**src/hw/rtl/rotation_matrix_to_euler_degrees_defines.svh**
```systemverilog
// Assertion macros for the rotation matrix to Euler angle converter.
// Included by the top level only; expects clk and rst in scope.
`ifndef ROTATION_MATRIX_TO_EULER_DEGREES_DEFINES_SVH
`define ROTATION_MATRIX_TO_EULER_DEGREES_DEFINES_SVH

// Same-cycle implication, disabled during reset.
`define RMTE_ASSERT_IMP(lbl, ante, cons, msg) \
  lbl: assert property (@(posedge clk) disable iff (rst) (ante) |-> (cons)) else $error(msg);

// Next-cycle implication, disabled during reset.
`define RMTE_ASSERT_NXT(lbl, ante, cons, msg) \
  lbl: assert property (@(posedge clk) disable iff (rst) (ante) |=> (cons)) else $error(msg);

`endif

```
**src/hw/rtl/rmte_pkg.sv**
```systemverilog
// Shared types, constants and the CORDIC angle table for the Euler converter.
// No dependencies.
package rmte_pkg;

  localparam int CORDIC_STAGES_DEF = 16;
  localparam int SQRT_STEPS        = 16;
  localparam int IN_W              = 16;
  localparam int OP_W              = 17;  // operand width after negation
  localparam int THR_W             = 15;
  localparam logic [THR_W-1:0] THR_RESET = 15'd16382;
  localparam int ANG_LIMIT         = 23040;
  localparam int PITCH_LIMIT       = 11520;
  localparam int ONE_Q14           = 16384;

  typedef struct packed {
    logic locked;
    logic clamped;
  } flags_t;

  typedef struct packed {
    logic signed [OP_W-1:0] s;
    logic signed [OP_W-1:0] roll_y;
    logic signed [OP_W-1:0] roll_x;
    logic signed [OP_W-1:0] yaw_y;
    logic signed [OP_W-1:0] yaw_x;
    flags_t                 flags;
  } side_t;

  // round(atan(2^-i) * 180/pi * 65536)
  function automatic logic [21:0] atan_q16(input int i);
    logic [21:0] r;
    case (i)
      0:  r = 22'd2949120;
      1:  r = 22'd1740967;
      2:  r = 22'd919879;
      3:  r = 22'd466945;
      4:  r = 22'd234379;
      5:  r = 22'd117304;
      6:  r = 22'd58666;
      7:  r = 22'd29335;
      8:  r = 22'd14668;
      9:  r = 22'd7334;
      10: r = 22'd3667;
      11: r = 22'd1833;
      12: r = 22'd917;
      13: r = 22'd458;
      14: r = 22'd229;
      15: r = 22'd115;
      16: r = 22'd57;
      17: r = 22'd29;
      18: r = 22'd14;
      19: r = 22'd7;
      20: r = 22'd4;
      21: r = 22'd2;
      22: r = 22'd1;
      default: r = 22'd0;
    endcase
    return r;
  endfunction

endpackage

```
**src/hw/rtl/rmte_cordic.sv**
```systemverilog
// Pipelined CORDIC vectoring atan2, result in 1/128 degree saturated to +-180.
// Uses rmte_pkg for the angle table and limits.
module rmte_cordic #(
  parameter int STAGES = rmte_pkg::CORDIC_STAGES_DEF
) (
  input  logic                              clk,
  input  logic                              en,
  input  logic signed [rmte_pkg::OP_W-1:0]  y,
  input  logic signed [rmte_pkg::OP_W-1:0]  x,
  output logic signed [15:0]                angle
);

  localparam int W = 27;
  localparam logic signed [W-1:0] HALF_TURN = W'(180 * 65536);
  localparam logic signed [W-10:0] LIM = (W-9)'(rmte_pkg::ANG_LIMIT);

  logic signed [W-1:0] xq [STAGES+1];
  logic signed [W-1:0] yq [STAGES+1];
  logic signed [W-1:0] zq [STAGES+1];

  logic signed [W-1:0] xe, ye;
  assign xe = $signed({{(W-rmte_pkg::OP_W-8){x[rmte_pkg::OP_W-1]}}, x, 8'b0});
  assign ye = $signed({{(W-rmte_pkg::OP_W-8){y[rmte_pkg::OP_W-1]}}, y, 8'b0});

  // fold the left half plane onto the right
  always_ff @(posedge clk) begin
    if (en) begin
      if (xe < 0) begin
        xq[0] <= -xe;
        yq[0] <= -ye;
        zq[0] <= (ye < 0) ? -HALF_TURN : HALF_TURN;
      end else begin
        xq[0] <= xe;
        yq[0] <= ye;
        zq[0] <= '0;
      end
    end
  end

  for (genvar i = 0; i < STAGES; i++) begin : g_stage
    localparam logic signed [W-1:0] ANG = $signed({{(W-22){1'b0}}, rmte_pkg::atan_q16(i)});
    always_ff @(posedge clk) begin
      if (en) begin
        if (yq[i] > 0) begin
          xq[i+1] <= xq[i] + (yq[i] >>> i);
          yq[i+1] <= yq[i] - (xq[i] >>> i);
          zq[i+1] <= zq[i] + ANG;
        end else if (yq[i] < 0) begin
          xq[i+1] <= xq[i] - (yq[i] >>> i);
          yq[i+1] <= yq[i] + (xq[i] >>> i);
          zq[i+1] <= zq[i] - ANG;
        end else begin
          xq[i+1] <= xq[i];
          yq[i+1] <= yq[i];
          zq[i+1] <= zq[i];
        end
      end
    end
  end

  // round Q16 degrees to 1/128 degree, half up
  logic signed [W-1:0]  zr;
  logic signed [W-10:0] zs;
  assign zr = zq[STAGES] + W'(256);
  assign zs = zr[W-1:9];

  always_ff @(posedge clk) begin
    if (en) begin
      if (zs > LIM)       angle <= 16'(LIM);
      else if (zs < -LIM) angle <= -16'(LIM);
      else                angle <= zs[15:0];
    end
  end

endmodule

```
**config.mk**
```make
export PLATFORM = sky130hd
export DESIGN_NAME = rmte_cordic
export DESIGN_NICKNAME = d
export VERILOG_FILES = /design/src/hw/rtl/rotation_matrix_to_euler_degrees_defines.svh /design/src/hw/rtl/rmte_pkg.sv /design/src/hw/rtl/rmte_cordic.sv
export SDC_FILE = /design/constraint.sdc
export NUM_CORES = 2
export LEC_CHECK = 0
export ABC_AREA = 0
export BUFFER_PORTS_ARGS = -buffer_cell sky130_fd_sc_hd__buf_4
export CORE_ASPECT_RATIO = 1.4
export CORE_MARGIN = 4
export CORE_UTILIZATION = 45
export CTS_CLUSTER_DIAMETER = 60
export DETAILED_ROUTE_END_ITERATION = 8
export PLACE_DENSITY = 0.64
export SKIP_LAST_GASP = 1
export SLEW_MARGIN = 30
export SYNTH_ARGS = -nofsm -noshare
export SYNTH_HDL_FRONTEND = slang
export SYNTH_SLANG_ARGS = --single-unit
```
**constraint.sdc**
```tcl
create_clock -name clk -period 7.5 [get_ports clk]
set_clock_uncertainty 0.15 [all_clocks]
set_input_delay 0.375 -clock clk [delete_from_list [all_inputs] [get_ports clk]]
set_output_delay 0.375 -clock clk [all_outputs]
set_load 0.02 [all_outputs]
```
Word-level counts from Yosys, hierarchy flattened

Memories as Yosys holds them, arrays and structs flattened.
Cells that the tools add are included.

Register bits: 16
RAM bits: 1377
Input port bits: 36
Output and inout port bits: 16
Word-level logic and storage cells: 522
Memories: 3

Add/subtract/negate cells: 98
$lt $le $gt $ge: 36
Mux-type cells: 283
Bitwise operators: 99
Reduce and logical (&&, ||, !) cells: 1

Memory list:

| name | depth | width | rd ports | clocked after Yosys merged registers in | write ports | RTL line          | source |
|---|---|---|---|---|---|---|---|
| xq   | 17    | 27    | 16       | 0                                       | 17          | rmte_cordic.sv:17 | `logic signed [W-1:0] xq [STAGES+1];` |
| yq   | 17    | 27    | 16       | 0                                       | 17          | rmte_cordic.sv:18 | `logic signed [W-1:0] yq [STAGES+1];` |
| zq   | 17    | 27    | 17       | 0                                       | 17          | rmte_cordic.sv:19 | `logic signed [W-1:0] zq [STAGES+1];` |

Operators with widths:

| cell                                                | count |
|---|---|
| 2-to-1 mux 27 bit                                   | 100 |
| > comparator 27 x 1 -> 1 bit, second input constant | 16 |
| < comparator 27 x 1 -> 1 bit, second input constant | 16 |
| 2-to-1 mux 1 bit                                    | 182 |
| OR 1 bit                                            | 99 |
| adder 27 x 10 -> 27 bit, second input constant      | 2 |
| adder 27 x 12 -> 27 bit                             | 2 |
| adder 27 x 13 -> 27 bit                             | 2 |
| adder 27 x 14 -> 27 bit                             | 2 |
| adder 27 x 15 -> 27 bit                             | 2 |
| adder 27 x 16 -> 27 bit                             | 2 |
| adder 27 x 17 -> 27 bit                             | 2 |
| adder 27 x 18 -> 27 bit                             | 2 |
| adder 27 x 19 -> 27 bit                             | 2 |
| adder 27 x 20 -> 27 bit                             | 2 |
| adder 27 x 21 -> 27 bit                             | 2 |
| adder 27 x 22 -> 27 bit                             | 2 |
| adder 27 x 23 -> 27 bit                             | 2 |
| adder 27 x 24 -> 27 bit                             | 2 |
| adder 27 x 25 -> 27 bit                             | 2 |
| adder 27 x 26 -> 27 bit                             | 2 |
| negation 25 -> 27 bit                               | 2 |
| subtractor 27 x 12 -> 27 bit                        | 2 |
| subtractor 27 x 13 -> 27 bit                        | 2 |
| 51 further kinds                                    | 66 |

Depth between registers and ports, before layout

An unclocked memory read counts as a cell.

Word-level depth: 8
Gate-level depth with buffers: 23
Depth with buffers taken out: 22

Least setup slack after synthesis

Ideal clock, no wire load.

Kind: input-to-reg
From: in en
To: mem yq[10][26], data pin
Setup time: 0.266 ns
Arrival time: 5.339 ns
Data required time: 7.084 ns
Slack: 1.745 ns
Stages on the path: 22
Path through: clkbuf_1 > clkbuf_1 > clkbuf_1 > clkbuf_1 > clkbuf_1 > nand2_1 > inv_2 > clkbuf_1 > nor2_1 > xor2_1 > ha_1 > a21oi_1 > o21ai_1 > a2111oi_0 > o21bai_1 > a31o_2 > a221o_1 > a31o_2 > a211oi_1 > o31ai_1 > xnor2_1 > nor2_1

RTL lines:

| what        | RTL line          | source |
|---|---|---|
| from (decl) | rmte_cordic.sv:7  | `input logic en,` |
| to (decl)   | rmte_cordic.sv:18 |  |

==> metrics <==
total placed cells including tap cells 14.6k; Avg WL per Cell 19.5 um; Detailed Route Iter0 Violations 5042; crit path max fanout 75; status completed; Initial Utilization 45.2%; total track usage 23.2%; clock-pin slew on the worst setup and hold paths 0.06 ns; setup TNS 0 ns; setup ws final 1.81 ns; critical setup path kind primary input to flip-flop; DR vias/cell 5.86; initial antenna violation count 2; area delta synth->final 8.82%; CP Data Required Time 7.92 ns; drc violations 0; root buf cell clkbuf_16; Port Buffer Count 51; Yosys warnings 0; Relative slew margins 36.5%; die width 416 um; vias 87.5k; TritonRoute pass-1 iters 9; post-place instance area 0.108 mm^2; htree depth 4; I/O pins 52; maxcap violations 0; layout cells sized above 1 4.12%; worst min path class primary input to flip-flop; GRT Residual Overflow 0; Final setup viols 0; final instance area 0.114 mm^2; area of the core 0.232 mm^2; syn nets 13.0k; routed wire length 291000 um; final worst-path cycle share 75.9%; CTS tree built; CTS Buf Count 155; final hold viol count 0; Slew @ Worst Pin 0.944 ns; vias in the first global route 86.3k; CP Capture Type flip-flop; nets 12.9k; Post-Synthesis Cell Area 0.105 mm^2; detailed placement HPWL 228000 um; CP startpoint kind primary input; row count 209; die area 0.241 mm^2; Synth Instances 11.8k; post-synth cell types 93; f_max 176 MHz; postcts setup bufs 0; Slew Limit Fails 0; global-route wire length before repair 458000 um; worst skew pair latency 0.82 ns; post-route minimum period 5.69 ns; die extent in y 579 um; CP arrival 6.11 ns; Post-synth ARST share 0%; largest net degree at the start of global routing 155; DP Worst Slack 1.66 ns; post-route ant nets 0; RSZ-0062 raised after global routing false; CTS Buffer Depth 4; Mapped Avg Cell Area 8.89 um^2; number of synthesized flops with an enable pin 1177; clock tree sinks 1177; gpl congestion 0.955; post-synthesis sequential area ratio 33.7%; post-synthesis sequential element count 1177; Finished Layout Cells 14.9k; top_reg_cell synth edfxtp_1
## per-layer routing
metal | share of wire, % | vias to the layer above | global-route usage [%]
li1 | - | 43200 | -
met1 | 38 | 41800 | 25.2
met2 | 53 | 1895 | 44.9
met3 | 3.3 | 624 | 2.18
met4 | 5.2 | 0 | 11.4
met5 | 0 | - | 0
## area by class of cell
class                   count  area [um^2]
well taps                3059         3830
diodes                      1         2.50
clock inverters            87          866
multi-input cells        9824        66600
clock buffers             180         4060
fillers                 21800       118000
repair buffers            189         1740
flip-flops and latches   1177        35300
inverters                 422         1580
## per-stage QoR
stage	utilization [%]	hold WS, ns
after floorplan	-	0.250
after global placement	46.8	0.256
after detailed placement	46.8	0.255
after CTS	49.2	0.115
after global routing	49.2	0.144
final	49.2	0.170
## repair_timing
action	in CTS	in global routing
hold endpoints to repair	58	0
gates resized for setup	0	0
hold buffers	56	0
## kinds of logic (layout without fill, tap and decap cells)
group                      after synthesis  in the layout  synth area share [%]
AOI/OAI and AO/OA                     3589           3589                  21.1
xor gates and xnor gates              1379           1379                  11.5
adders and majority gates             1134           1134                  13.8
buffers and inverters                  787            878                  2.82
DFF                                   1177           1177                  33.7
muxes                                   93             93                 0.939
other                                    0              1                     0
and+or+nand+nor                       3629           3629                  16.0
## cells in the final DEF (no fill, tap or decap), types with 393 or more instances in the layout
cell type	Yosys	final
a21o_1	453	453
a21oi_1	1080	1080
edfxtp_1	1177	1177
ha_1	1094	1094
inv_1	393	393
nand2_1	1137	1135
nor2_1	1145	1139
o21ai_1	716	716
xnor2_1	707	707
xor2_1	672	672
## synthesized netlist by cell type (all sizes together), types with 56 or more instances
| library cell | n | area share, % |
|---|---|---|
| or2 | 56 | 0.33 |
| and2 | 68 | 0.41 |
| o21ai | 981 | 4.7 |
| nand4 | 66 | 0.39 |
| a211oi | 83 | 0.60 |
| nor2b | 119 | 0.71 |
| a21o | 453 | 3.2 |
| o31ai | 174 | 1.2 |
| xor2 | 672 | 5.6 |
| nand3 | 180 | 0.86 |
| nor4 | 92 | 0.55 |
| inv | 421 | 1.5 |
| o41ai | 68 | 0.57 |
| ha | 1094 | 13 |
| nand2 | 1137 | 4.1 |
| a21oi | 1080 | 5.2 |
| nand2b | 188 | 1.1 |
| nor2 | 1146 | 4.1 |
| o21bai | 130 | 0.93 |
| clkbuf | 313 | 1.1 |
| and3 | 84 | 0.50 |
| edfxtp | 1177 | 34 |
| o21a | 137 | 0.99 |
| or3 | 92 | 0.57 |
| nor3 | 252 | 1.2 |
| a31oi | 131 | 0.78 |
| xnor2 | 707 | 5.9 |
## state kept, by name (all words and copies together) (netlist names)
signal / flops
zq: 398
xq: 361
yq: 402
angle: 16
## critical path: stages
cell and delay [ns]:
dlygate4sd3_1 0.57, buf_8 0.40, buf_12 0.40, nand2_1 0.10, buf_4 0.29, inv_2 0.08, buf_4 0.37, nor2_1 0.10
xnor2_1 0.15, ha_1 0.34, inv_1 0.05, a2111oi_0 0.52, o21a_1 0.21, o21ai_1 0.09, a21oi_1 0.35, nor4b_1 0.48
o21ai_1 0.20, a21oi_1 0.27, o311ai_1 0.12, a211oi_1 0.30, xnor2_1 0.10
## path summary, 6_finish.rpt
check	endpoint	start	slack, ns	depth (start not counted)
min reg2reg	zq[6][0]	zq[5][0]	0.26	0
max reg2reg	xq[6][26]	yq[5][26]	1.94	16
max	xq[3][26]	en	1.81	21
min	xq[0][8]	x[0]	0.17	2
Power is left out: the tool's default activity adds up to more than one toggle a clock period on the data nets, which glitch-free logic cannot reach.
