**config.mk**
```make
export PLATFORM = sky130hd
export DESIGN_NAME = rmte_isqrt
export DESIGN_NICKNAME = d
export VERILOG_FILES = /design/src/hw/rtl/rotation_matrix_to_euler_degrees_defines.svh /design/src/hw/rtl/rmte_pkg.sv /design/src/hw/rtl/rmte_isqrt.sv
export SDC_FILE = /design/constraint.sdc
export NUM_CORES = 1
export LEC_CHECK = 0
export ABC_CLOCK_PERIOD_IN_PS = 3500
export BUFFER_PORTS_ARGS = -buffer_cell sky130_fd_sc_hd__buf_2
export CAP_MARGIN = 20
export CORE_MARGIN = 2
export CORE_UTILIZATION = 60
export DETAILED_ROUTE_END_ITERATION = 10
export PLACE_DENSITY_LB_ADDON = 0.25
export SETUP_SLACK_MARGIN = 0.2
export SLEW_MARGIN = 20
export SYNTH_ARGS = -nofsm -noshare
export SYNTH_HDL_FRONTEND = slang
export SYNTH_SLANG_ARGS = --single-unit
```
**constraint.sdc**
```tcl
create_clock -name clk -period 3.5 [get_ports clk]
set_clock_uncertainty 0.15 [all_clocks]
set_input_delay 0.35 -clock clk [delete_from_list [all_inputs] [get_ports clk]]
set_output_delay 0.35 -clock clk [all_outputs]
set_load 0.03 [all_outputs]
```
**src/hw/rtl/rotation_matrix_to_euler_degrees_defines.svh**
```systemverilog
// Assertion macros for the rotation matrix to Euler angle converter.
// Included by the top level only; expects clk and rst in scope.
`ifndef ROTATION_MATRIX_TO_EULER_DEGREES_DEFINES_SVH
`define ROTATION_MATRIX_TO_EULER_DEGREES_DEFINES_SVH

// Same-cycle implication, disabled during reset.
`define RMTE_ASSERT_IMP(lbl, ante, cons, msg) \
  lbl: assert property (@(posedge clk) disable iff (rst) (ante) |-> (cons)) else $error(msg);

// Next-cycle implication, disabled during reset.
`define RMTE_ASSERT_NXT(lbl, ante, cons, msg) \
  lbl: assert property (@(posedge clk) disable iff (rst) (ante) |=> (cons)) else $error(msg);

`endif

```
**src/hw/rtl/rmte_pkg.sv**
```systemverilog
// Shared types, constants and the CORDIC angle table for the Euler converter.
// No dependencies.
package rmte_pkg;

  localparam int CORDIC_STAGES_DEF = 16;
  localparam int SQRT_STEPS        = 16;
  localparam int IN_W              = 16;
  localparam int OP_W              = 17;  // operand width after negation
  localparam int THR_W             = 15;
  localparam logic [THR_W-1:0] THR_RESET = 15'd16382;
  localparam int ANG_LIMIT         = 23040;
  localparam int PITCH_LIMIT       = 11520;
  localparam int ONE_Q14           = 16384;

  typedef struct packed {
    logic locked;
    logic clamped;
  } flags_t;

  typedef struct packed {
    logic signed [OP_W-1:0] s;
    logic signed [OP_W-1:0] roll_y;
    logic signed [OP_W-1:0] roll_x;
    logic signed [OP_W-1:0] yaw_y;
    logic signed [OP_W-1:0] yaw_x;
    flags_t                 flags;
  } side_t;

  // round(atan(2^-i) * 180/pi * 65536)
  function automatic logic [21:0] atan_q16(input int i);
    logic [21:0] r;
    case (i)
      0:  r = 22'd2949120;
      1:  r = 22'd1740967;
      2:  r = 22'd919879;
      3:  r = 22'd466945;
      4:  r = 22'd234379;
      5:  r = 22'd117304;
      6:  r = 22'd58666;
      7:  r = 22'd29335;
      8:  r = 22'd14668;
      9:  r = 22'd7334;
      10: r = 22'd3667;
      11: r = 22'd1833;
      12: r = 22'd917;
      13: r = 22'd458;
      14: r = 22'd229;
      15: r = 22'd115;
      16: r = 22'd57;
      17: r = 22'd29;
      18: r = 22'd14;
      19: r = 22'd7;
      20: r = 22'd4;
      21: r = 22'd2;
      22: r = 22'd1;
      default: r = 22'd0;
    endcase
    return r;
  endfunction

endpackage

```
**src/hw/rtl/rmte_isqrt.sv**
```systemverilog
// Pipelined integer square root, one result bit per register stage.
// Uses rmte_pkg for the step count.
module rmte_isqrt (
  input  logic        clk,
  input  logic        en,
  input  logic [28:0] v,
  output logic [14:0] root
);

  localparam int STEPS = rmte_pkg::SQRT_STEPS;
  localparam int RW    = 31;

  logic [RW-1:0] rem_q [STEPS];
  logic [RW-1:0] res_q [STEPS];

  for (genvar k = 0; k < STEPS; k++) begin : g_step
    localparam logic [RW-1:0] BIT = RW'(1) << (30 - 2 * k);
    logic [RW-1:0] rem_in, res_in, trial;
    if (k == 0) begin : g_first
      assign rem_in = {2'b00, v};
      assign res_in = '0;
    end else begin : g_rest
      assign rem_in = rem_q[k-1];
      assign res_in = res_q[k-1];
    end
    assign trial = res_in + BIT;
    always_ff @(posedge clk) begin
      if (en) begin
        if (rem_in >= trial) begin
          rem_q[k] <= rem_in - trial;
          res_q[k] <= (res_in >> 1) + BIT;
        end else begin
          rem_q[k] <= rem_in;
          res_q[k] <= res_in >> 1;
        end
      end
    end
  end

  assign root = res_q[STEPS-1][14:0];

endmodule

```
======== Word level (Yosys, flattened, before mapping) ========
Memories as Yosys holds them, arrays and structs flattened.
Cells that the tools add are included.
storage, ports and cells
  flip-flop bits (word level) ............. 0
  RAM bits ................................ 992
  input port bits ......................... 31
  output and inout port bits .............. 15
  word-level logic and storage cells ...... 224
  memories ................................ 2
cells by class
  add/sub/neg operators ................... 46
  magnitude comparators ................... 16
  multiplexer cells ....................... 128
  bitwise logic cells ..................... 32
memories
  name   words  bits a word  rd ports  clocked after memory_dff  write ports  line              source
  rem_q  16     31           15        0                         16           rmte_isqrt.sv:13  logic [RW-1:0] rem_q [STEPS];
  res_q  16     31           16        0                         16           rmte_isqrt.sv:14  logic [RW-1:0] res_q [STEPS];
operator list
  kind                      number
  $mux W31                  32
  $ge A31 B31 Y1            15
  $sub A31 B31 Y31          15
  $mux W1                   96
  $or A1 B1 Y1              32
  $add A30 B1 Y31 const B   1
  $add A30 B11 Y31 const B  1
  $add A30 B13 Y31 const B  1
  $add A30 B15 Y31 const B  1
  $add A30 B17 Y31 const B  1
  $add A30 B19 Y31 const B  1
  $add A30 B21 Y31 const B  1
  $add A30 B23 Y31 const B  1
  $add A30 B25 Y31 const B  1
  $add A30 B27 Y31 const B  1
  $add A30 B29 Y31 const B  1
  $add A30 B3 Y31 const B   1
  $add A30 B5 Y31 const B   1
  $add A30 B7 Y31 const B   1
  $add A30 B9 Y31 const B   1
  $add A31 B1 Y31 const B   1
  $add A31 B11 Y31 const B  1
  $add A31 B13 Y31 const B  1
  $add A31 B15 Y31 const B  1
  13 further kinds          13

======== Depth between registers and ports, before layout ========
Gate-level depths: netlist of the first run.
An unclocked memory read counts as a cell.
  word-level depth ........................ 7
  depth in mapped cells ................... 12
  depth with buffers taken out ............ 9

======== Least setup slack after synthesis of the first run ========
Ideal clock, no wire load.
  path kind ............................... flip-flop to flip-flop
  from .................................... mem rem_q[5][20], in the netlist rem_q[0][175]
  to ...................................... mem rem_q[6][22], in the netlist rem_q[0][208], data pin
  setup time .............................. 271 ps
  data arrival time ....................... 2597 ps
  required time ........................... 3079 ps
  setup slack ............................. 482 ps
  cell stages (with the launch flop) ...... 11
  path buffers ............................ 2
  cell sequence ........................... edfxtp_1 ha_1 o21a_1 o21ai_0 a21oi_1 a221oi_1 or4b_2 clkbuf_1 clkbuf_1 nor2_1 a21oi_1
RTL lines
  element          line
  start, declared  rmte_isqrt.sv:13

==> results.cfg, run 1 <==
[timing]
rsz0062_at_grt = false
slew_headroom_pct = 32.5
period_share_pct = 90.7
fmax_mhz = 315
final_hold_viol_count = 0
tns_ns = 0
setup_viol = 0
fin_crit_ns = 3.18
worst_slew_pin_slew_ns = 1.01
maxSlewViolCount = 0

[die]
num_io_pins = 46
initial_core_util_pct = 61.0
die_width_um = 222
rows = 79
coreArea_mm2 = 0.0468
dieArea_mm2 = 0.0493
die_height_um = 222

[power]
pwr_density_cell_mw_per_mm2 = 600
p_total_w = 0.0191
power.leakage_nw = 12.0
vdd_drop_max_v = 0.000476

[clock_tree]
cts_max_level = 2
path_clk_slew_ns = 0.06
numClockSinks = 599
clk-insertion-delay-late_ns = 0.64
clk_path_buf_depth = 3
numCtsBuffers = 59
cts_tree = built
clockRootBuffer = clkbuf_16

[grt]
antenna_found_initial = 1
grt_use_total_pct = 25.4
grt_overflow = 0
grt_max_degree = 172
first_global_vias = 18200
grt_pass1_wl_um = 97500

[place]
place_hpwl_um = 44500
place_congestion = 0.948
placed_area_mm2 = 0.0295
portBuffers = 45

[finish]
syn_to_final_growth_pct = 11.9
final_nets = 2520
layout-drive-gt1-share_pct = 9.50
postLayoutCellArea_mm2 = 0.0319
nFillCells = 3257
final_core_util_pct = 68.3

[yosys]
synth_area_mm2 = 0.0285
ys_ff_latch = 599
avgSynthCellArea_um2 = 12.8
synth_edf_count = 599
synthCells = 2231
synth_seq_area_share_pct = 63.0
synth_nets = 2410
yosys_most_used_dff = edfxtp_1
yosysWarnings = 0
async_flop_share_pct = 0
yosysUniqueCellTypes = 70

[drt]
wl_per_cell_um = 20.8
viasPerCell = 6.08
drt-initial-drc-count = 1452
first_pass_iters = 6
wl_um = 62400
drcViolationCount = 0
ant_nets = 0
dr_total_vias = 18200

[worst_setup_path]
slowest_delay_ns = 0.55
path_buf_inv = 1
cp_cell_sequence = inv_1 > ha_1 > or4bb_1 > or4_1 > o21ai_0 > nor2_1 > nor4_1 > xor2_1
path_max_fanout = 3
crit_path_end_kind = flop
crit_cells = 8
startpoint_type = flop
cp.required_ns = 3.67
ff2ff_path_depth = 8
crit_arrival_ns = 3.35
worst_path_max_delay_cell = or4bb_1
crit_type = flop to flop
path_delay_family = simple AND/OR/NAND/NOR gates

[min_path]
hold_class = flop to flop
whs_path_depth = 0

[run]
max_cap_viol_count = 0

[run_status]
status = finished clean
[final timing paths]
| check | from | to | slack (ns) |
|---|---|---|---|
| setup / recovery | rem_q[1][158] | rem_q[1][213] | 0.32 |
| hold / removal | res_q[0][90] | res_q[0][120] | 0.26 |
| setup reg to reg | rem_q[1][158] | rem_q[1][213] | 0.32 |
| hold reg to reg | res_q[0][90] | res_q[0][120] | 0.26 |
[per-layer routing]
metal	GRT usage (%)	wire length [um]	vias to the layer above
met3	3.92	3060	176
met5	0	0	-
met1	29.4	23600	8891
li1	-	-	8550
met2	45.6	32100	616
met4	13.6	3570	0
[placed cells by master, fill, tap and decap left out, types with 11 or more instances in the layout]
master and n:
clkinv_1 14, a21oi_1 103, nand3b_1 13, buf_2 44, or4_1 18, edfxtp_1 599, dlygate4sd3_1 30, o21ai_0 117
xor2_1 70, buf_4 31, nor2_1 129, nor4b_1 13, nand3_1 43, nand2_1 149, nor2b_1 19, clkbuf_16 59
a211oi_1 11, a21o_1 30, a31oi_1 11, inv_1 180, mux2_2 26, nand4_1 29, xnor2_1 105, nor4_1 62
o211ai_1 16, o21a_1 32, nand2b_1 27, ha_1 141, clkbuf_1 12, nor3_1 55, or3_1 14
[cells in the mapped netlist (13+ instances only)]
| cell | instances | area share, % |
|---|---|---|
| nor4b_1 | 16 | 0.49 |
| nor2b_1 | 19 | 0.42 |
| xor2_1 | 71 | 2.2 |
| a21o_1 | 30 | 0.79 |
| o21ai_0 | 118 | 2.1 |
| nand4_1 | 29 | 0.64 |
| xnor2_1 | 105 | 3.2 |
| nand2_1 | 149 | 2.0 |
| inv_1 | 180 | 2.4 |
| mux2_2 | 26 | 1.0 |
| o21a_1 | 32 | 0.84 |
| nor3_1 | 55 | 0.96 |
| nand2b_1 | 27 | 0.59 |
| a21oi_1 | 105 | 1.8 |
| o211ai_1 | 16 | 0.42 |
| nor2_1 | 129 | 1.7 |
| or4_1 | 18 | 0.47 |
| clkbuf_1 | 56 | 0.74 |
| nor4_1 | 63 | 1.4 |
| nand3_1 | 43 | 0.75 |
| edfxtp_1 | 599 | 63 |
| ha_1 | 147 | 6.4 |
| nand3b_1 | 13 | 0.34 |
| or3_1 | 14 | 0.31 |
[report_power, final]
group / switching (W) / internal (W) / total [W]
Combinational: 0.00188 / 0.00139 / 0.00327
Sequential: 0.000648 / 0.00896 / 0.00961
Clock: 0.00271 / 0.00355 / 0.00626
Total: 0.00524 / 0.0139 / 0.0191
[timing repair]
item,in CTS,in global routing
gates resized for setup,2,22
buffers inserted,0,10
endpoints found under the hold margin,30,0
pin swaps,0,6
endpoints found under the setup margin,4,49
hold buffers,30,0
[flip-flops by register name, indices dropped and copies added, names as in the netlist]
name / flops
rem_q: 464
res_q: 135
[cell families (layout without fill, tap and decap cells)]
family                   after synthesis  after routing  synth area share (%)
AND/OR/NAND/NOR                      627            627                  11.6
flip-flops                           599            599                  63.0
AO/OA/AOI/OAI                        406            406                  9.00
buffers and inverters                243            401                  3.22
XOR/XNOR                             176            176                  5.40
adder cells (fa/ha/maj)              148            148                  6.52
multiplexers                          32             32                  1.24
other                                  0              1                     0
[worst register-to-register path: cells and delay by family (launching register included)]
kind | cells | cell delay [ns]
adder cells (fa/ha/maj) | 1 | 0.19
XOR/XNOR | 1 | 0.15
flip-flops | 1 | 0.44
AO/OA/AOI/OAI | 1 | 0.21
AND/OR/NAND/NOR | 4 | 1.59
buffers and inverters | 1 | 0.15
[stage by stage]
stage          setup WS (ns)  hold slack (ns)  instances
6_report               0.324            0.262       2997
5_1_grt                0.200            0.255       2996
4_1_cts                0.230            0.238       2986
3_5_place_dp           0.211            0.284       2847
3_3_place_gp           0.235            0.280       2847
2_1_floorplan          0.482            0.267       2231
[cell type report]
| type | instances | area [um^2] | area share [%] |
|---|---|---|---|
| Sequential cell | 599 | 18000 | 56.3 |
| Inverter | 181 | 679 | 2.13 |
| Clock buffer | 71 | 1520 | 4.77 |
| Timing Repair Buffer | 111 | 855 | 2.68 |
| Antenna cell | 1 | 2.50 | 0.00784 |
| Clock inverter | 38 | 393 | 1.23 |
| Tap cell | 607 | 759 | 2.38 |
| Multi-Input combinational cell | 1389 | 9730 | 30.5 |
(Power assumes the default switching activity.)
==> run 2, diff against run 1 <==
ABC_AREA = 1   (was default)
==> results.cfg, run 2 <==
[die]
dieArea_mm2 = 0.0579
num_io_pins = 46
initial_core_util_pct = 60.9
coreArea_mm2 = 0.0552
die_width_um = 241
die_height_um = 241
rows = 86

[place]
place_hpwl_um = 62500
dp_slack_ns = 0.663
portBuffers = 45
place_congestion = 1.02

[clock_tree]
path_clk_slew_ns = 0.07
numClockSinks = 599
cts_setup_buffers = 0
cts_max_level = 3
numCtsBuffers = 66
clockRootBuffer = clkbuf_16
clk_path_buf_depth = 3
clk-insertion-delay-late_ns = 0.63
cts_resized = 0
cts_tree = built

[worst_setup_path]
reg2reg_from = res_q[1][105]
cp_cell_sequence = inv_1 > ha_1 > nand2_1 > nor2_2 > nand4_1 > nor2_1 > nor2_2 > buf_4 > nand3_2 > nand2_1 > nand2_1 > inv_1
slowest_delay_ns = 0.48
path_max_fanout = 16
worst_path_max_delay_cell = edfxtp_1
crit_path_end_kind = flop
crit_arrival_ns = 3.07
ff2ff_path_depth = 12
crit_type = flop to flop
r2r_end = rem_q[1][142]
r2r_slack_ns = 0.63
path_buf_inv = 3
cp.required_ns = 3.70
startpoint_type = flop
crit_top_cell = nand2_1
crit_cells = 12
path_delay_family = simple AND/OR/NAND/NOR gates

[power]
power.leakage_nw = 17.0
pwr_density_cell_mw_per_mm2 = 564
vdd_drop_max_v = 0.000516

[finish]
final_common_cell = nand2_1
layout-drive-gt1-share_pct = 7.30
reg_top3 = rem_q (464), res_q (135)
final_cell_mix = nand2_1, inv_1, edfxtp_1
final_core_util_pct = 67.4
antennaDiodeCount = 0
final_nets = 4157
syn_to_final_growth_pct = 10.6
regMostFlops = rem_q
largest_reg_flops = 464

[timing]
setup_ws_ns = 0.634
period_share_pct = 81.9
tns_ns = 0
final_hold_viol_count = 0
fmax_mhz = 349
rsz0062_at_grt = false
slew_headroom_pct = 38.5
maxSlewViolCount = 0
worst_slew_pin_slew_ns = 0.922
fin_crit_ns = 2.87
setup_viol = 0

[drt]
first_pass_iters = 6
viasPerCell = 5.31
wirelength_met1_um = 34400
drt-initial-drc-count = 2241
wl_um = 83200
met3_length_um = 5100
met2_length_um = 39700
top_layer = met4
dr_total_vias = 25400
drcViolationCount = 0
wl_per_cell_um = 17.4
ant_nets = 0

[yosys]
yosysTopAreaCell = edfxtp_1
yosys_most_used_dff = edfxtp_1
synthCells = 3867
synth_nets = 4046
ys_top_cells_by_count = nand2_1, inv_1, edfxtp_1, nor2_1, nand3_1
yosys.area.top_type_share_pct = 53.5
synth_edf_count = 599
avgSynthCellArea_um2 = 8.69
yosysWarnings = 0
ys_ff_latch = 599
synth_seq_area_share_pct = 53.5
synth_area_mm2 = 0.0336
yosysUniqueCellTypes = 49
async_flop_share_pct = 0
yosysMostFrequentCell = nand2_1
synth_area_leaders = edfxtp_1, nand2_1, inv_1, ha_1, nor2_1

[run]
max_cap_viol_count = 0

[min_path]
whs_path_depth = 2
min_from = v[11]
hold-path-endpoint = rem_q[0][11]
hold_class = input port to flop

[grt]
grt_pass1_wl_um = 129000
antenna_found_initial = 0
first_global_vias = 24100
grt_overflow = 0
grt_max_degree = 140
grt_use_total_pct = 29.2

[run_status]
status = finished clean
-- run 2: cell types whose count changed in the layout (fill, tap and decap cells not counted), moves of 49 or more --
cell,before,now
xnor2_1,105,41
nand4_1,29,86
nor2_1,129,408
nor4_1,62,13
o21ai_0,117,47
nand3_1,43,238
inv_1,180,616
nand2_1,149,1217
-- run 2: how the worst max path moves through the flow --
stage | from | endpoint
after floorplan | en | rem_q[1][124]
after global placement | res_q[1][105] | rem_q[1][142]
after detailed placement | res_q[1][105] | rem_q[1][142]
after CTS | res_q[1][105] | rem_q[1][142]
after global routing | res_q[1][105] | rem_q[1][142]
final | res_q[1][105] | rem_q[1][142]
-- run 2: routing by layer --
layer / vias up / track usage (%)
li1: 12700 / -
met1: 11600 / 37.6
met2: 828 / 49.3
met3: 168 / 4.11
met4: 0 / 13.3
met5: - / 0
-- run 2: worst register-to-register path: cells and delay by family, from the launching register on --
kind	cells	cell delay, ns
and+or+nand+nor	8	1.29
DFF	1	0.48
adders and majority gates	1	0.37
buffers and inverters	3	0.34
-- run 2: layout make-up --
cell class / instances / area, um^2
inverter: 669 / 2520
timing repair buffer: 88 / 683
clock buffer: 78 / 1700
sequential: 599 / 18000
tap: 748 / 936
multi-input combinational: 2554 / 12800
fill: 4447 / 18000
clock inverter: 42 / 536
-- run 2: kinds of logic after synthesis --
family / count (synthesis) / share of synthesized area, %
AOI/OAI and AO/OA: 192 / 3.35
xor gates and xnor gates: 101 / 2.63
adders and majority gates: 148 / 5.53
buffers and inverters: 714 / 8.32
DFF: 599 / 53.5
and+or+nand+nor: 2113 / 26.7
-- run 2: repair_timing --
item / CTS / global route
endpoints found under the setup margin: 0 / 0
hold buffers: 30 / 0
endpoints found under the hold margin: 32 / 0
-- run 2: report_power, final --
group	internal, W	switching [W]	total [W]	leakage, nW
combinational	0.00147	0.00296	0.00443	10.2
clock	0.00401	0.00302	0.00703	1.07
sequential	0.00891	0.000611	0.00952	5.74
total	0.0144	0.00659	0.0210	17.0
-- run 2: stage by stage --
stage                     hold slack, ns  cell area, um^2  total power (W)  std cells
after detailed placement           0.277            34700           0.0140       4628
after CTS                          0.237            37200           0.0210       4778
final                              0.268            37200           0.0210       4778
after floorplan                    0.267            33600           0.0127       3867
after global routing               0.250            37200           0.0220       4778
after global placement             0.274            34700           0.0139       4628
==> run 3, diff against run 2 <==
ABC_AREA = 0   (was 1)
ABC_CLOCK_PERIOD_IN_PS = 2450   (was 3500)
CORE_UTILIZATION = 57   (was 60)
clock period = 2.45 ns   (was 3.5 ns; I/O delays follow)
==> results.cfg, run 3 (synthesis results as in run 1) <==
[finish]
final_core_util_pct = 85.4
postLayoutCellArea_mm2 = 0.0420
nFillCells = 2076
layout-drive-gt1-share_pct = 46.8
regMostFlops = rem_q
final_cell_mix = buf_4, edfxtp_1, inv_1
final_nets = 3253
largest_reg_flops = 464
final_common_cell = buf_4
reg_top3 = rem_q (464), res_q (135)
syn_to_final_growth_pct = 47.1
antennaDiodeCount = 0

[timing]
fin_crit_ns = 3.03
maxSlewViolCount = 0
setup_ws_ns = -0.576
fmax_mhz = 330
tns_ns = -59.60
setup_viol = 218
worst_slew_pin_slew_ns = 0.847
rsz0062_at_grt = true
period_share_pct = 124
final_hold_viol_count = 0
slew_headroom_pct = 42.1

[worst_setup_path]
path_buf_inv = 2
slowest_delay_ns = 0.53
r2r_slack_ns = -0.58
path_max_fanout = 5
ff2ff_path_depth = 8
crit_arrival_ns = 3.24
crit_path_end_kind = flop
path_delay_family = simple AND/OR/NAND/NOR gates
reg2reg_from = rem_q[1][57]
startpoint_type = flop
crit_top_cell = or4_4
worst_path_max_delay_cell = or4_4
crit_type = flop to flop
r2r_end = rem_q[1][80]
cp.required_ns = 2.66
cp_cell_sequence = or4_4 > or4_4 > a31oi_4 > nand3b_1 > nor4b_4 > buf_4 > buf_6 > o21ai_2

[place]
place_hpwl_um = 50900
portBuffers = 45
placed_area_mm2 = 0.0344
place_congestion = 0.899
dp_slack_ns = -0.523

[grt]
grt_max_degree = 118
antenna_found_initial = 0
first_global_vias = 22700
grt_overflow = 0
grt_use_total_pct = 31.6
grt_pass1_wl_um = 128000

[power]
seqPwrFrac_pct = 41.7
pwr_density_cell_mw_per_mm2 = 785
clkPwrFrac_pct = 29.4
power.leakage_nw = 16.7
power_switching_w = 0.0101
power.internal_w = 0.0228
swShare_pct = 30.6
p_comb_share_pct = 28.9
vdd_drop_max_v = 0.00124

[clock_tree]
clockRootBuffer = clkbuf_16
cts_max_level = 2
path_clk_slew_ns = 0.07
numClockSinks = 599
clk_path_buf_depth = 3
numCtsBuffers = 59
cts_tree = built
clk-insertion-delay-late_ns = 0.68

[drt]
wl_per_cell_um = 25.5
drt-initial-drc-count = 2325
dr_total_vias = 23100
wl_um = 96800
first_pass_iters = 6
drcViolationCount = 0
viasPerCell = 6.09
ant_nets = 0

[die]
rows = 81
initial_core_util_pct = 58.1
coreArea_mm2 = 0.0492
num_io_pins = 46
dieArea_mm2 = 0.0519
die_width_um = 228
die_height_um = 228

[min_path]
min_from = en
hold-path-endpoint = rem_q[0][30]
hold_class = input port to flop
whs_path_depth = 4

[run_status]
status = finished, violations left
violations = negative setup slack

[run]
max_cap_viol_count = 0
-- run 3: cell count changes in the layout (fill, tap and decap cells not counted), moves of 57 or more --
| cell | previous run | this run |
|---|---|---|
| nand2_1 | 1217 | 93 |
| buf_4 | 9 | 634 |
| inv_1 | 616 | 148 |
| nor2_1 | 408 | 91 |
| nand3_1 | 238 | 18 |
| buf_6 | 0 | 94 |
| ha_1 | 147 | 88 |
| nand4_1 | 86 | 29 |
-- run 3: final cells by class --
| class | count | area, um^2 | share of cell area [%] |
|---|---|---|---|
| timing repair buffer | 841 | 7120 | 17.0 |
| inverter | 181 | 689 | 1.64 |
| clock buffer | 69 | 1510 | 3.61 |
| sequential | 599 | 18000 | 42.9 |
| clock inverter | 42 | 480 | 1.14 |
| tap | 664 | 831 | 1.98 |
| multi-input combinational | 1392 | 13300 | 31.8 |
-- run 3: worst max path at each step --
stage | startpoint | end | slack [ns] | cells after the start
floorplan | rem_q[1][178] | rem_q[1][212] | -0.38 | 8
global placement | res_q[1][188] | res_q[1][217] | -0.52 | 11
detailed placement | rem_q[1][176] | rem_q[1][212] | -0.52 | 7
CTS | rem_q[1][163] | rem_q[1][212] | -0.47 | 8
global route | rem_q[1][57] | rem_q[1][74] | -0.66 | 8
finish | rem_q[1][57] | rem_q[1][80] | -0.58 | 8
-- run 3: power groups by stage --
| stage | Combinational (W) | Sequential [W] | Clock [W] |
|---|---|---|---|
| after floorplan | 0.00385 | 0.0136 | 0 |
| final | 0.00951 | 0.0137 | 0.00969 |
| after global placement | 0.00658 | 0.0137 | 0 |
| after global routing | 0.0100 | 0.0138 | 0.0101 |
| after detailed placement | 0.00678 | 0.0137 | 0 |
| after CTS | 0.00788 | 0.0136 | 0.00945 |
-- run 3: metrics by stage --
step / power [W] / std cells / hold WS [ns]
after detailed placement: 0.0205 / 3413 / 0.273
after global routing: 0.0339 / 3788 / 0.0661
after CTS: 0.0309 / 3690 / 0.0728
after global placement: 0.0203 / 3413 / 0.271
after floorplan: 0.0174 / 2231 / 0.194
final: 0.0329 / 3788 / 0.0899
-- run 3: metal layers --
| layer | share of wire, % | global-route usage [%] | vias up | wire length, um |
|---|---|---|---|---|
| li1 | - | - | 10000 | - |
| met1 | 34 | 35.2 | 11300 | 33200 |
| met2 | 52 | 59.1 | 1310 | 50300 |
| met3 | 6.4 | 4.76 | 454 | 6210 |
| met4 | 7.4 | 14.8 | 0 | 7130 |
| met5 | 0 | 0 | - | 0 |
-- run 3: what timing repair did --
item | CTS | global route
resized for setup | 398 | 350
pin swaps | 155 | 154
buffers inserted | 120 | 98
cloned | 16 | 1
hold buffers | 30 | 0
endpoints found under the hold margin | 57 | 0
setup endpoints to repair | 233 | 236
-- run 3: worst register-to-register path, cell delays in order, from the launching register on --
cell and delay (ns):
edfxtp_1 0.40, or4_4 0.53, or4_4 0.46, a31oi_4 0.17, nand3b_1 0.17, nor4b_4 0.40, buf_4 0.22, buf_6 0.14
o21ai_2 0.06
